==> src/rtl/core/prms_pkg.sv <==
package prms_pkg;

    localparam int unsigned MAX_TASKS_DEF = 64;
    localparam int unsigned ROW_COUNT     = 8;
    localparam int unsigned ROW_WIDTH     = 8;
    localparam int unsigned MAP_W         = ROW_COUNT * ROW_WIDTH;
    localparam int unsigned TASK_W        = 6;
    localparam int unsigned COUNT_W       = 7;
    localparam int unsigned MODE_W        = 3;
    localparam int unsigned STATUS_W      = 2;
    localparam int unsigned TSTATE_W      = 2;
    localparam int unsigned CFG_IDX_W     = 1;
    localparam int unsigned CFG_DATA_W    = 64;

    typedef logic [TASK_W-1:0]    task_id_t;
    typedef logic [ROW_WIDTH-1:0] row_t;
    typedef logic [MAP_W-1:0]     map_t;
    typedef logic [MODE_W-1:0]    mode_t;
    typedef logic [STATUS_W-1:0]  status_t;
    typedef logic [TSTATE_W-1:0]  tstate_t;
    typedef logic [CFG_IDX_W-1:0] cfg_idx_t;

    localparam mode_t MODE_ACTIVATE = 3'd0;
    localparam mode_t MODE_DISPATCH = 3'd1;
    localparam mode_t MODE_FINISH   = 3'd2;
    localparam mode_t MODE_QUERY    = 3'd3;
    localparam mode_t MODE_START    = 3'd4;

    localparam status_t STATUS_OK        = 2'd0;
    localparam status_t STATUS_BAD_ID    = 2'd1;
    localparam status_t STATUS_NO_RESUME = 2'd2;

    localparam tstate_t TSTATE_SUSPENDED = 2'd0;
    localparam tstate_t TSTATE_READY     = 2'd1;
    localparam tstate_t TSTATE_RUNNING   = 2'd2;

    localparam cfg_idx_t CFG_TASK_COUNT = 1'b0;
    localparam cfg_idx_t CFG_AUTOSTART  = 1'b1;

    localparam task_id_t IDLE_TASK = '0;
    localparam row_t     EMPTY_ROW = 8'h00;

    typedef struct packed {
        logic     load;
        map_t     load_bits;
        logic     mark_en;
        task_id_t mark_id;
        logic     unmark_en;
        task_id_t unmark_id;
    } map_ctrl_t;

    typedef struct packed {
        task_id_t best_id;
        logic     query_ready;
    } map_view_t;

    function automatic logic [2:0] lead_one(row_t v);
        logic [2:0] p;
        p = '0;
        for (int i = 0; i < ROW_WIDTH; i++)
        begin
            if (v[i])
            begin
                p = 3'(i);
            end
        end
        return p;
    endfunction

endpackage

==> src/rtl/core/priority_ready_map_scheduler.sv <==
// Channel   | Handshake             | Payload
// ----------+-----------------------+---------------------------------------------
// command   | in_valid / in_stall   | mode, task_id
// result    | out_valid / out_stall | status, switched, running_task, task_state
// config    | cfg_we                | cfg_index, cfg_data
//
// One command per cycle while the result is not stalled. A command is held in the
// command register and its result in the result register, with the combinational
// map search and the stack update between the two registers.
// Reset empties the ready map and the stack and makes task 0 current.
// A stalled result holds the command stage; one further command waits there.
module priority_ready_map_scheduler #(
    parameter int unsigned MAX_TASKS = prms_pkg::MAX_TASKS_DEF
) (
    input  logic                                clk,
    input  logic                                rst_n,
    input  logic                                in_valid,
    output logic                                in_stall,
    input  prms_pkg::mode_t                     mode,
    input  prms_pkg::task_id_t                  task_id,
    output logic                                out_valid,
    input  logic                                out_stall,
    output prms_pkg::status_t                   status,
    output logic                                switched,
    output prms_pkg::task_id_t                  running_task,
    output prms_pkg::tstate_t                   task_state,
    input  logic                                cfg_we,
    input  prms_pkg::cfg_idx_t                  cfg_index,
    input  logic [prms_pkg::CFG_DATA_W-1:0]     cfg_data
);

    localparam int unsigned DEPTH_W = $clog2(MAX_TASKS + 1);
    localparam int unsigned ADDR_W  = $clog2(MAX_TASKS);

    logic [prms_pkg::COUNT_W-1:0]   task_count_reg;
    prms_pkg::map_t                 autostart_reg;
    logic [prms_pkg::COUNT_W-1:0]   eff_count;
    prms_pkg::map_t                 start_bits;

    logic                           in_valid_reg;
    prms_pkg::mode_t                mode_reg;
    prms_pkg::task_id_t             id_reg;
    logic                           advance;
    logic                           fire;

    prms_pkg::task_id_t             current_reg;
    prms_pkg::task_id_t             current_next;
    logic [DEPTH_W-1:0]             depth_reg;
    logic [DEPTH_W-1:0]             depth_next;
    prms_pkg::task_id_t             top_reg;
    prms_pkg::task_id_t             top_next;
    logic                           fwd_reg;
    prms_pkg::task_id_t             fwd_data_reg;
    prms_pkg::task_id_t             rd_data_reg;
    prms_pkg::task_id_t             second;
    prms_pkg::task_id_t             stack_mem [MAX_TASKS];
    logic                           push;
    logic [ADDR_W-1:0]              wr_addr;
    logic [ADDR_W-1:0]              rd_addr;

    prms_pkg::map_ctrl_t            map_ctrl;
    prms_pkg::map_view_t            map_view;

    logic                           out_valid_reg;
    prms_pkg::status_t              status_reg;
    prms_pkg::status_t              status_next;
    logic                           switched_reg;
    logic                           switched_next;
    prms_pkg::task_id_t             running_reg;
    prms_pkg::tstate_t              tstate_reg;
    prms_pkg::tstate_t              tstate_next;

    always_ff @(posedge clk or negedge rst_n)
    begin
        if (!rst_n)
        begin
            task_count_reg <= prms_pkg::COUNT_W'(64);
            autostart_reg  <= prms_pkg::MAP_W'(1);
        end
        else if (cfg_we)
        begin
            unique case (cfg_index)
                prms_pkg::CFG_TASK_COUNT: task_count_reg <= cfg_data[prms_pkg::COUNT_W-1:0];
                prms_pkg::CFG_AUTOSTART:  autostart_reg  <= cfg_data;
            endcase
        end
    end

    always_comb
    begin
        if (task_count_reg > prms_pkg::COUNT_W'(MAX_TASKS))
        begin
            eff_count = prms_pkg::COUNT_W'(MAX_TASKS);
        end
        else
        begin
            eff_count = task_count_reg;
        end
        for (int t = 0; t < prms_pkg::MAP_W; t++)
        begin
            start_bits[t] = autostart_reg[t] && (prms_pkg::COUNT_W'(t) < eff_count);
        end
    end

    assign advance  = !out_valid_reg || !out_stall;
    assign fire     = in_valid_reg && advance;
    assign in_stall = in_valid_reg && !advance;

    always_ff @(posedge clk or negedge rst_n)
    begin
        if (!rst_n)
        begin
            in_valid_reg <= 1'b0;
        end
        else if (in_valid && !in_stall)
        begin
            in_valid_reg <= 1'b1;
        end
        else if (fire)
        begin
            in_valid_reg <= 1'b0;
        end
    end

    always_ff @(posedge clk)
    begin
        if (in_valid && !in_stall)
        begin
            mode_reg <= mode;
            id_reg   <= task_id;
        end
    end

    prms_ready_map u_map (
        .clk      (clk),
        .rst_n    (rst_n),
        .ctrl     (map_ctrl),
        .query_id (id_reg),
        .view     (map_view)
    );

    assign second = fwd_reg ? fwd_data_reg : rd_data_reg;

    always_comb
    begin
        map_ctrl           = '0;
        map_ctrl.load_bits = start_bits;
        current_next       = current_reg;
        depth_next         = depth_reg;
        top_next           = top_reg;
        push               = 1'b0;
        status_next        = prms_pkg::STATUS_OK;
        switched_next      = 1'b0;
        tstate_next        = prms_pkg::TSTATE_SUSPENDED;
        if (fire)
        begin
            unique case (mode_reg)
                prms_pkg::MODE_ACTIVATE:
                begin
                    if ({1'b0, id_reg} < eff_count)
                    begin
                        map_ctrl.mark_en = 1'b1;
                        map_ctrl.mark_id = id_reg;
                    end
                    else
                    begin
                        status_next = prms_pkg::STATUS_BAD_ID;
                    end
                end
                prms_pkg::MODE_DISPATCH:
                begin
                    if (map_view.best_id > current_reg)
                    begin
                        if (depth_reg < DEPTH_W'(MAX_TASKS))
                        begin
                            push       = 1'b1;
                            depth_next = depth_reg + DEPTH_W'(1);
                            top_next   = current_reg;
                        end
                        map_ctrl.mark_en   = 1'b1;
                        map_ctrl.mark_id   = current_reg;
                        map_ctrl.unmark_en = 1'b1;
                        map_ctrl.unmark_id = map_view.best_id;
                        current_next       = map_view.best_id;
                        switched_next      = 1'b1;
                    end
                end
                prms_pkg::MODE_FINISH:
                begin
                    if (depth_reg == '0)
                    begin
                        status_next = prms_pkg::STATUS_NO_RESUME;
                    end
                    else
                    begin
                        depth_next         = depth_reg - DEPTH_W'(1);
                        map_ctrl.unmark_en = 1'b1;
                        map_ctrl.unmark_id = top_reg;
                        current_next       = top_reg;
                        top_next           = second;
                        switched_next      = 1'b1;
                    end
                end
                prms_pkg::MODE_QUERY:
                begin
                    if (id_reg == current_reg)
                    begin
                        tstate_next = prms_pkg::TSTATE_RUNNING;
                    end
                    else if (map_view.query_ready)
                    begin
                        tstate_next = prms_pkg::TSTATE_READY;
                    end
                end
                prms_pkg::MODE_START:
                begin
                    map_ctrl.load = 1'b1;
                    current_next  = prms_pkg::IDLE_TASK;
                    depth_next    = '0;
                end
                default:
                begin
                end
            endcase
        end
    end

    always_ff @(posedge clk or negedge rst_n)
    begin
        if (!rst_n)
        begin
            current_reg <= prms_pkg::IDLE_TASK;
            depth_reg   <= '0;
            fwd_reg     <= 1'b0;
        end
        else
        begin
            current_reg <= current_next;
            depth_reg   <= depth_next;
            fwd_reg     <= push;
        end
    end

    // top of stack lives in top_reg; the entry below is prefetched from memory
    assign wr_addr = ADDR_W'(depth_reg - DEPTH_W'(1));
    assign rd_addr = ADDR_W'(depth_next - DEPTH_W'(2));

    always_ff @(posedge clk)
    begin
        top_reg      <= top_next;
        fwd_data_reg <= top_reg;
        if (push && depth_reg != '0)
        begin
            stack_mem[wr_addr] <= top_reg;
        end
        rd_data_reg <= stack_mem[rd_addr];
    end

    always_ff @(posedge clk or negedge rst_n)
    begin
        if (!rst_n)
        begin
            out_valid_reg <= 1'b0;
        end
        else if (fire)
        begin
            out_valid_reg <= 1'b1;
        end
        else if (!out_stall)
        begin
            out_valid_reg <= 1'b0;
        end
    end

    always_ff @(posedge clk)
    begin
        if (fire)
        begin
            status_reg   <= status_next;
            switched_reg <= switched_next;
            running_reg  <= current_next;
            tstate_reg   <= tstate_next;
        end
    end

    assign out_valid    = out_valid_reg;
    assign status       = status_reg;
    assign switched     = switched_reg;
    assign running_task = running_reg;
    assign task_state   = tstate_reg;

endmodule

==> src/rtl/core/prms_ready_map.sv <==
module prms_ready_map (
    input  logic                  clk,
    input  logic                  rst_n,
    input  prms_pkg::map_ctrl_t   ctrl,
    input  prms_pkg::task_id_t    query_id,
    output prms_pkg::map_view_t   view
);

    prms_pkg::map_t                       ready_reg;
    prms_pkg::map_t                       ready_next;
    logic [prms_pkg::ROW_COUNT-1:0]       group_reg;
    logic [prms_pkg::ROW_COUNT-1:0]       group_next;
    logic [2:0]                           top_row;
    logic [2:0]                           top_col;
    prms_pkg::row_t                       sel_row;

    always_comb
    begin
        ready_next = ready_reg;
        if (ctrl.load)
        begin
            ready_next = ctrl.load_bits;
        end
        if (ctrl.mark_en)
        begin
            ready_next[ctrl.mark_id] = 1'b1;
        end
        if (ctrl.unmark_en)
        begin
            ready_next[ctrl.unmark_id] = 1'b0;
        end
        for (int y = 0; y < prms_pkg::ROW_COUNT; y++)
        begin
            group_next[y] = (ready_next[y*prms_pkg::ROW_WIDTH +: prms_pkg::ROW_WIDTH]
                             != prms_pkg::EMPTY_ROW);
        end
    end

    always_ff @(posedge clk or negedge rst_n)
    begin
        if (!rst_n)
        begin
            ready_reg <= '0;
            group_reg <= '0;
        end
        else
        begin
            ready_reg <= ready_next;
            group_reg <= group_next;
        end
    end

    // search group first, then the chosen row
    always_comb
    begin
        top_row = prms_pkg::lead_one(group_reg);
        sel_row = ready_reg[{top_row, 3'b000} +: prms_pkg::ROW_WIDTH];
        top_col = prms_pkg::lead_one(sel_row);
        if (group_reg == prms_pkg::EMPTY_ROW)
        begin
            view.best_id = prms_pkg::IDLE_TASK;
        end
        else
        begin
            view.best_id = {top_row, top_col};
        end
        view.query_ready = group_reg[query_id[5:3]] && ready_reg[query_id];
    end

endmodule

==> config.mk <==
export PLATFORM = sky130hd
export DESIGN_NAME = priority_ready_map_scheduler
export DESIGN_NICKNAME = d
export VERILOG_FILES = /design/src/rtl/core/prms_pkg.sv /design/src/rtl/core/priority_ready_map_scheduler.sv /design/src/rtl/core/prms_ready_map.sv
export SDC_FILE = /design/constraint.sdc
export NUM_CORES = 1
export LEC_CHECK = 0
export ABC_CLOCK_PERIOD_IN_PS = 6800
export BUFFER_PORTS_ARGS = -buffer_cell sky130_fd_sc_hd__buf_2
export CAP_MARGIN = 20
export CORE_AREA = 10 10 306 308
export DETAILED_ROUTE_END_ITERATION = 12
export DIE_AREA = 0 0 316 318
export GPL_TIMING_DRIVEN = 0
export RECOVER_POWER = 50
export SLEW_MARGIN = 20
export SYNTH_ARGS = -nofsm -noshare
export SYNTH_HDL_FRONTEND = slang
export SYNTH_SLANG_ARGS = --single-unit
==> constraint.sdc <==
create_clock -name clk -period 6.8 [get_ports clk]
set_input_delay 0.34 -clock clk [delete_from_list [all_inputs] [get_ports clk]]
set_output_delay 0.34 -clock clk [all_outputs]
set_load 0.05 [all_outputs]
Word level (Yosys, flattened, before mapping). Memory sizes are Yosys's and may differ from the RTL's. A register that Yosys moved wholly into a read port is not among the register bits. Cells that the tools add are included.

Add/sub/neg operators: 3. Order comparisons: 74. Eq/ne operators: 9. Shift operators: 1. Mux-type cells: 67. Bitwise logic cells: 5. Reduce and logical (&&, ||, !) cells: 94.

Operators with widths (number): less-than comparator 6 x 7 -> 1 bit (first input constant) (32); 2-to-1 mux 64 bit (3); less-than comparator 5 x 7 -> 1 bit (first input constant) (16); logical AND 1 bit (71); AND 64 bit (1); NOT 64 bit (1); OR 64 bit (1); nonzero test 8 bit (8); variable part select 64 x 7 -> 8 bit (1); less-than comparator 4 x 7 -> 1 bit (first input constant) (8); 2-to-1 mux 7 bit (7); 2-to-1 mux 6 bit (8); less-than comparator 3 x 7 -> 1 bit (first input constant) (4); 2-to-1 mux 14 bit (2); one-hot mux 7 bit (2 select lines) (2); 2-to-1 mux 3 bit (8); 2-to-1 mux 1 bit (22); less-than comparator 6 x 7 -> 1 bit (second input constant) (3); one-hot mux 7 bit (3 select lines) (1); one-hot mux 6 bit (3 select lines) (1); less-than comparator 1 x 7 -> 1 bit (first input constant) (2); less-than comparator 2 x 7 -> 1 bit (first input constant) (2); demux 1 bit (select 6 bit) (2); >= comparator 6 x 1 -> 1 bit (second input constant) (2); 31 further kinds (45).

Flip-flop bits (word level): 191. Memory bits (writable): 384. Input bits: 79. Logic and storage cells: 272. Memories kept: 1.

Memory list: stack_mem (words 64, bits a word 6, read ports 1, clocked after Yosys merged registers in 1, write ports 1, line priority_ready_map_scheduler.sv:56) `prms_pkg::task_id_t stack_mem [MAX_TASKS];`.

Depth between registers and ports, before layout.
Depth in word-level cells: 29. Mapped depth: 27.

Hierarchy. Synthesis repeated with hierarchy kept, for this count alone.

Cells, all modules: 2240. Area total of the unflattened synthesis: 27292.4 um^2.

Modules (own cells, without submodules): priority_ready_map_scheduler (instances 1, cells an instance 1726, area each 22385.2 um^2); prms_ready_map (instances 1, cells an instance 514, area each 4907.2 um^2).

Worst setup path after synthesis. Ideal clock, no wire load.

Path kind: register to register. Start: register u_map.group_reg[7] in the netlist's numbering. End: register rd_data_reg[0] (read register of stack_mem). Setup time: 0.064 ns. Arrival: 5.629 ns. Data required time: 6.736 ns. Path slack: 1.107 ns. Stages on the path, launching flop included: 27. Path buffers: 6. Cells stage by stage: dfrtp_1 or4_1 buf_2 or3_1 buf_4 o221a_1 a211oi_2 a211oi_1 o21ai_0 ha_1 nand3_1 o21bai_1 a211oi_1 mux2i_1 o2bb2ai_1 clkinv_1 clkbuf_1 buf_1 ha_1 xnor2_1 and2_1 clkbuf_1 clkbuf_1 a22oi_1 nand2_1 o22ai_1 nor2_1.

Longest elaborated chain between the ends: 15. Elaborated cells between the ends (all ways): 16. Those cells by class: 1 x add/sub; 1 x order compare; 1 x shift; 12 x mux; 1 x reduce/logical.

RTL lines: start, declared (line prms_ready_map.sv:11) `logic [prms_pkg::ROW_COUNT-1:0] group_reg;`; start signal, assigned (line prms_ready_map.sv:49) `group_reg <= group_next;`; 2-to-1 mux 3 bit (line prms_pkg.sv:62) `if (v[i])`; variable part select 64 x 7 -> 8 bit (line prms_ready_map.sv:57) `sel_row = ready_reg[{top_row, 3'b000} +: prms_pkg::ROW_WIDTH];`; 2-to-1 mux 1 bit (line prms_pkg.sv:62); 2-to-1 mux 2 bit (2 in a row) (line prms_pkg.sv:62); 2-to-1 mux 3 bit (4 in a row) (line prms_pkg.sv:62); 2-to-1 mux 6 bit (*) (line prms_ready_map.sv:59) `if (group_reg == prms_pkg::EMPTY_ROW)`; > comparator 6 bit (*) (line priority_ready_map_scheduler.sv:172) `if (map_view.best_id > current_reg)`; 2-to-1 mux 7 bit (*) (line priority_ready_map_scheduler.sv:172); one-hot mux 7 bit (3 select lines) (*) (line priority_ready_map_scheduler.sv:157) `unique case (mode_reg)`; 2-to-1 mux 7 bit (*) (line priority_ready_map_scheduler.sv:155) `if (fire)`; subtractor 6 x 2 -> 6 bit (*) (line priority_ready_map_scheduler.sv:246) `assign rd_addr = ADDR_W'(depth_next - DEPTH_W'(2));`; end, declared (line priority_ready_map_scheduler.sv:54) `prms_pkg::task_id_t rd_data_reg;`.

Every way passes the cells marked *; elsewhere a longest branch is shown, timed or not. A chain may end at the register's enable or synchronous reset.

Final worst setup path.
Start: register u_map.group_reg[5] in the netlist's numbering. End: register rd_data_reg[2] (read register of stack_mem).

Longest elaborated chain between the ends: 17. Elaborated cells between the ends (all ways): 18. Those cells by class: 1 x add/sub; 1 x order compare; 1 x shift; 14 x mux; 1 x reduce/logical.

RTL lines (line): 2-to-1 mux 3 bit (3 in a row) (prms_pkg.sv:62); variable part select 64 x 7 -> 8 bit (prms_ready_map.sv:57); 2-to-1 mux 1 bit (prms_pkg.sv:62); 2-to-1 mux 2 bit (2 in a row) (prms_pkg.sv:62); 2-to-1 mux 3 bit (4 in a row) (prms_pkg.sv:62); 2-to-1 mux 6 bit (*) (prms_ready_map.sv:59); > comparator 6 bit (*) (priority_ready_map_scheduler.sv:172); 2-to-1 mux 7 bit (*) (priority_ready_map_scheduler.sv:172); one-hot mux 7 bit (3 select lines) (*) (priority_ready_map_scheduler.sv:157); 2-to-1 mux 7 bit (*) (priority_ready_map_scheduler.sv:155); subtractor 6 x 2 -> 6 bit (*) (priority_ready_map_scheduler.sv:246).

Marks and branches as above.

==> results.py <==
metrics = {
    "finish": {
        "syn_to_final_growth_pct": 19.5,
        "drive_gt1_frac": 0.143,
        "multi_input_area_um2": 8970,
        "seq_area_um2": 16500,
        "diodes": 0,
        "final_util": 0.354,
        "nNetsFinal": 2505,
        "final_area_um2": 31000,
        "largest_reg_flops": 384,
        "nFillCells": 8529,
    },
    "synthesis": {
        "synthesis.area_um2": 26000,
        "synth_edf_count": 410,
        "synth_most_common_cell": "edfxtp_1",
        "yosys.area.top_type_share": 0.474,
        "yosys_warnings": 0,
        "async_reset_ff_frac": 0.274,
        "synth-seq-cells": 581,
        "synth_largest_area_cell": "edfxtp_1",
        "postSynthCellCount": 2160,
        "syn_nets": 2253,
        "synthTopCellsByCount": "edfxtp_1 (410), nand2_1 (311), a21oi_1 (293), dfrtp_1 (157), a22oi_1 (146)",
        "yosysUniqueCellTypes": 78,
        "yosys-top-cells-area": "edfxtp_1 (47%), dfrtp_1 (15%), a21oi_1 (5.6%)",
        "synthFlopType": "edfxtp_1",
        "avgSynthCellArea_um2": 12.0,
        "seq_area_frac_synth": 0.636,
    },
    "worst_setup_path": {
        "path_cells": "buf_2, nor2b_1, a21oi_1, mux2i_1, a221o_1, o211ai_1, nor2_1, a21oi_1, ha_1, nand3b_1, a21o_1, a211oi_4, mux2i_1, o2bb2ai_4, clkinv_4, buf_2, ha_1, xnor2_2, nor2_1, clkbuf_2, a22oi_1, nand2_1, o22ai_1, nor2_1",
        "rrSetupSlack_ps": 200,
        "crit_required_ps": 7330,
        "crit_slowest_cell": "nor2_1",
        "cp_top_family": "compound AO/OA/AOI/OAI gates",
        "worstPathMaxFanout": 15,
        "path_buf_inv": 4,
        "cpMostUsedCell": "nor2_1",
        "worst-setup-path-type": "reg -> reg",
        "start_kind": "flop",
        "crit_arrival_ps": 7130,
        "max_stage_delay_ps": 470,
        "cp-end-kind": "flop",
    },
    "status": {
        "status": "finished with violations",
        "violations": "max-capacitance violations, max-slew violations",
    },
    "drt": {
        "vias": 20100,
        "ant_nets": 0,
        "drt_iter0_drc": 2850,
        "wl_per_cell_um": 24.6,
        "wl_um": 89200,
        "via_per_inst": 5.54,
        "firstDrtPassIters": 8,
        "remaining_drc_errors": 0,
    },
    "power_and_ir_drop": {
        "p_total_mw": 11.6,
        "p_leak_nw": 11.0,
        "p_per_area_nw_per_um2": 375,
        "ir_drop_mv": 0.233,
    },
    "clock_tree": {
        "clkLatencyLatePin_ps": 700,
        "cts_buffer_depth": 3,
        "numCtsBuffers": 60,
        "clk_pin_slew_ps": 70,
        "htree_levels": 2,
        "root_buffer": "clkbuf_16",
        "cts_tree": "done",
        "cts.sinks": 581,
    },
    "timing": {
        "fin_crit_ps": 6600,
        "finalSetupViolations": 0,
        "max-slew-margin-rel": -1.58,
        "fin_skew_ps": 78.9,
        "finalMaxSlewViolations": 162,
        "fin_tns_setup_ps": 0,
        "fin_crit_sh": 0.970,
        "worst_hold_slack_ps": 294,
        "rsz0062_at_grt": "false",
        "worst_pin_slew_ps": 3870,
        "fmax_mhz": 152,
        "hold_violations": 0,
    },
    "grt": {
        "grt_pass1_vias": 19900,
        "antenna_found_initial": 0,
        "grt_pass1_wl_um": 131000,
        "track_usage": 0.171,
        "grt_overflow": 0,
        "grt_start_max_net_pins": 92,
    },
    "die": {
        "fp.dieH_um": 318,
        "die_w_um": 316,
        "fp-row-count": 109,
        "start_util": 0.296,
        "die_area_um2": 100000,
        "pin_count": 92,
        "core_um2": 87700,
    },
    "place": {
        "dp_hpwl_um": 63500,
        "portBuffers": 91,
        "place_congestion": 1.03,
        "dpl_cell_area_um2": 28300,
    },
    "min_path": {
        "hp-class": "in -> reg",
    },
    "job": {
        "cap_violations": 2,
    },
}
-- cells in the final DEF (no fill, tap or decap), types with 12 or more instances in the layout --
| cell type | n |
|---|---|
| edfxtp_1 | 410 |
| nand2_1 | 311 |
| a21oi_1 | 293 |
| dfrtp_1 | 157 |
| nor2_1 | 143 |
| a22oi_1 | 141 |
| clkbuf_1 | 127 |
| buf_2 | 100 |
| dlygate4sd3_1 | 77 |
| mux2_2 | 71 |
| clkbuf_16 | 60 |
| a222oi_1 | 29 |
| inv_1 | 26 |
| o21ai_0 | 26 |
| a31oi_1 | 25 |
| a221oi_1 | 24 |
| nand3_1 | 22 |
| mux2i_1 | 20 |
| mux4_2 | 20 |
| nor3_1 | 16 |
| a22o_1 | 14 |
| buf_1 | 14 |
| ha_1 | 14 |
| or3_1 | 13 |
| and2_1 | 12 |
| and3_1 | 12 |
| o22ai_1 | 12 |
| dfxtp_1 | 12 |
-- what timing repair did --
| action | 4_1_cts | 5_1_grt |
|---|---|---|
| endpoints found under the setup margin | 12 | 12 |
| gates resized for setup | 19 | 33 |
| pin swaps | 1 | 2 |
| endpoints found under the hold margin | 150 | 0 |
| hold buffers | 77 | 0 |
| setup buffers | 1 | 3 |
| gates cloned | 0 | 0 |
-- path summary, 6_finish.rpt --
kind | startpoint | end | cells after the start
worst max-delay path | u_map.group_reg[5] | rd_data_reg[2] | 24
worst min-delay path | cfg_index | task_count_reg[6] | 5
worst max register to register | u_map.group_reg[5] | rd_data_reg[2] | 24
worst min register to register | in_valid_reg | out_valid | 1
max in group asynchronous | rst_n | autostart_reg[2] | 3
min in group asynchronous | rst_n | autostart_reg[49] | 2
-- cell families after synthesis --
family / synth area share
fa+ha+maj: 0.00674
flops: 0.636
mux: 0.0566
buf+inv: 0.0248
xor+xnor: 0.00506
simple gates: 0.103
compound gates: 0.168
-- routing by layer --
metal / track usage / wire [um]
met1: 0.222 / 35200
met2: 0.279 / 41900
met3: 0.0302 / 7810
met4: 0.0720 / 4270
met5: 0 / 0
-- per-stage QoR --
step	setup WS (ps)	instances
floorplan	1110	2160
global placement	-2360	3416
detailed placement	-1750	3437
CTS	63.9	3628
global route	6.25	3629
finish	203	3629
-- report_power, final --
part           internal, mW  switching, mW  total [mW]  leakage [nW]
combinational          1.22           2.60        3.82          4.21
clock                  1.95           1.49        3.45         0.989
sequential             4.08          0.281        4.36          5.76
-- tightest hold or removal path: cells and delay by family --
family	cells	cell delay, ps
buf+inv	2	320
simple gates	2	180
compound gates	1	70
-- final cells by class --
type / instances / area share
buffer: 136 / 0.0180
clock buffer: 76 / 0.0516
clock inverter: 38 / 0.0150
inverter: 28 / 0.00355
multi-input combinational: 1412 / 0.289
sequential: 581 / 0.533
tap: 1165 / 0.0470
timing repair buffer: 193 / 0.0434
No activity file was read; power rests on OpenSTA's default activity.
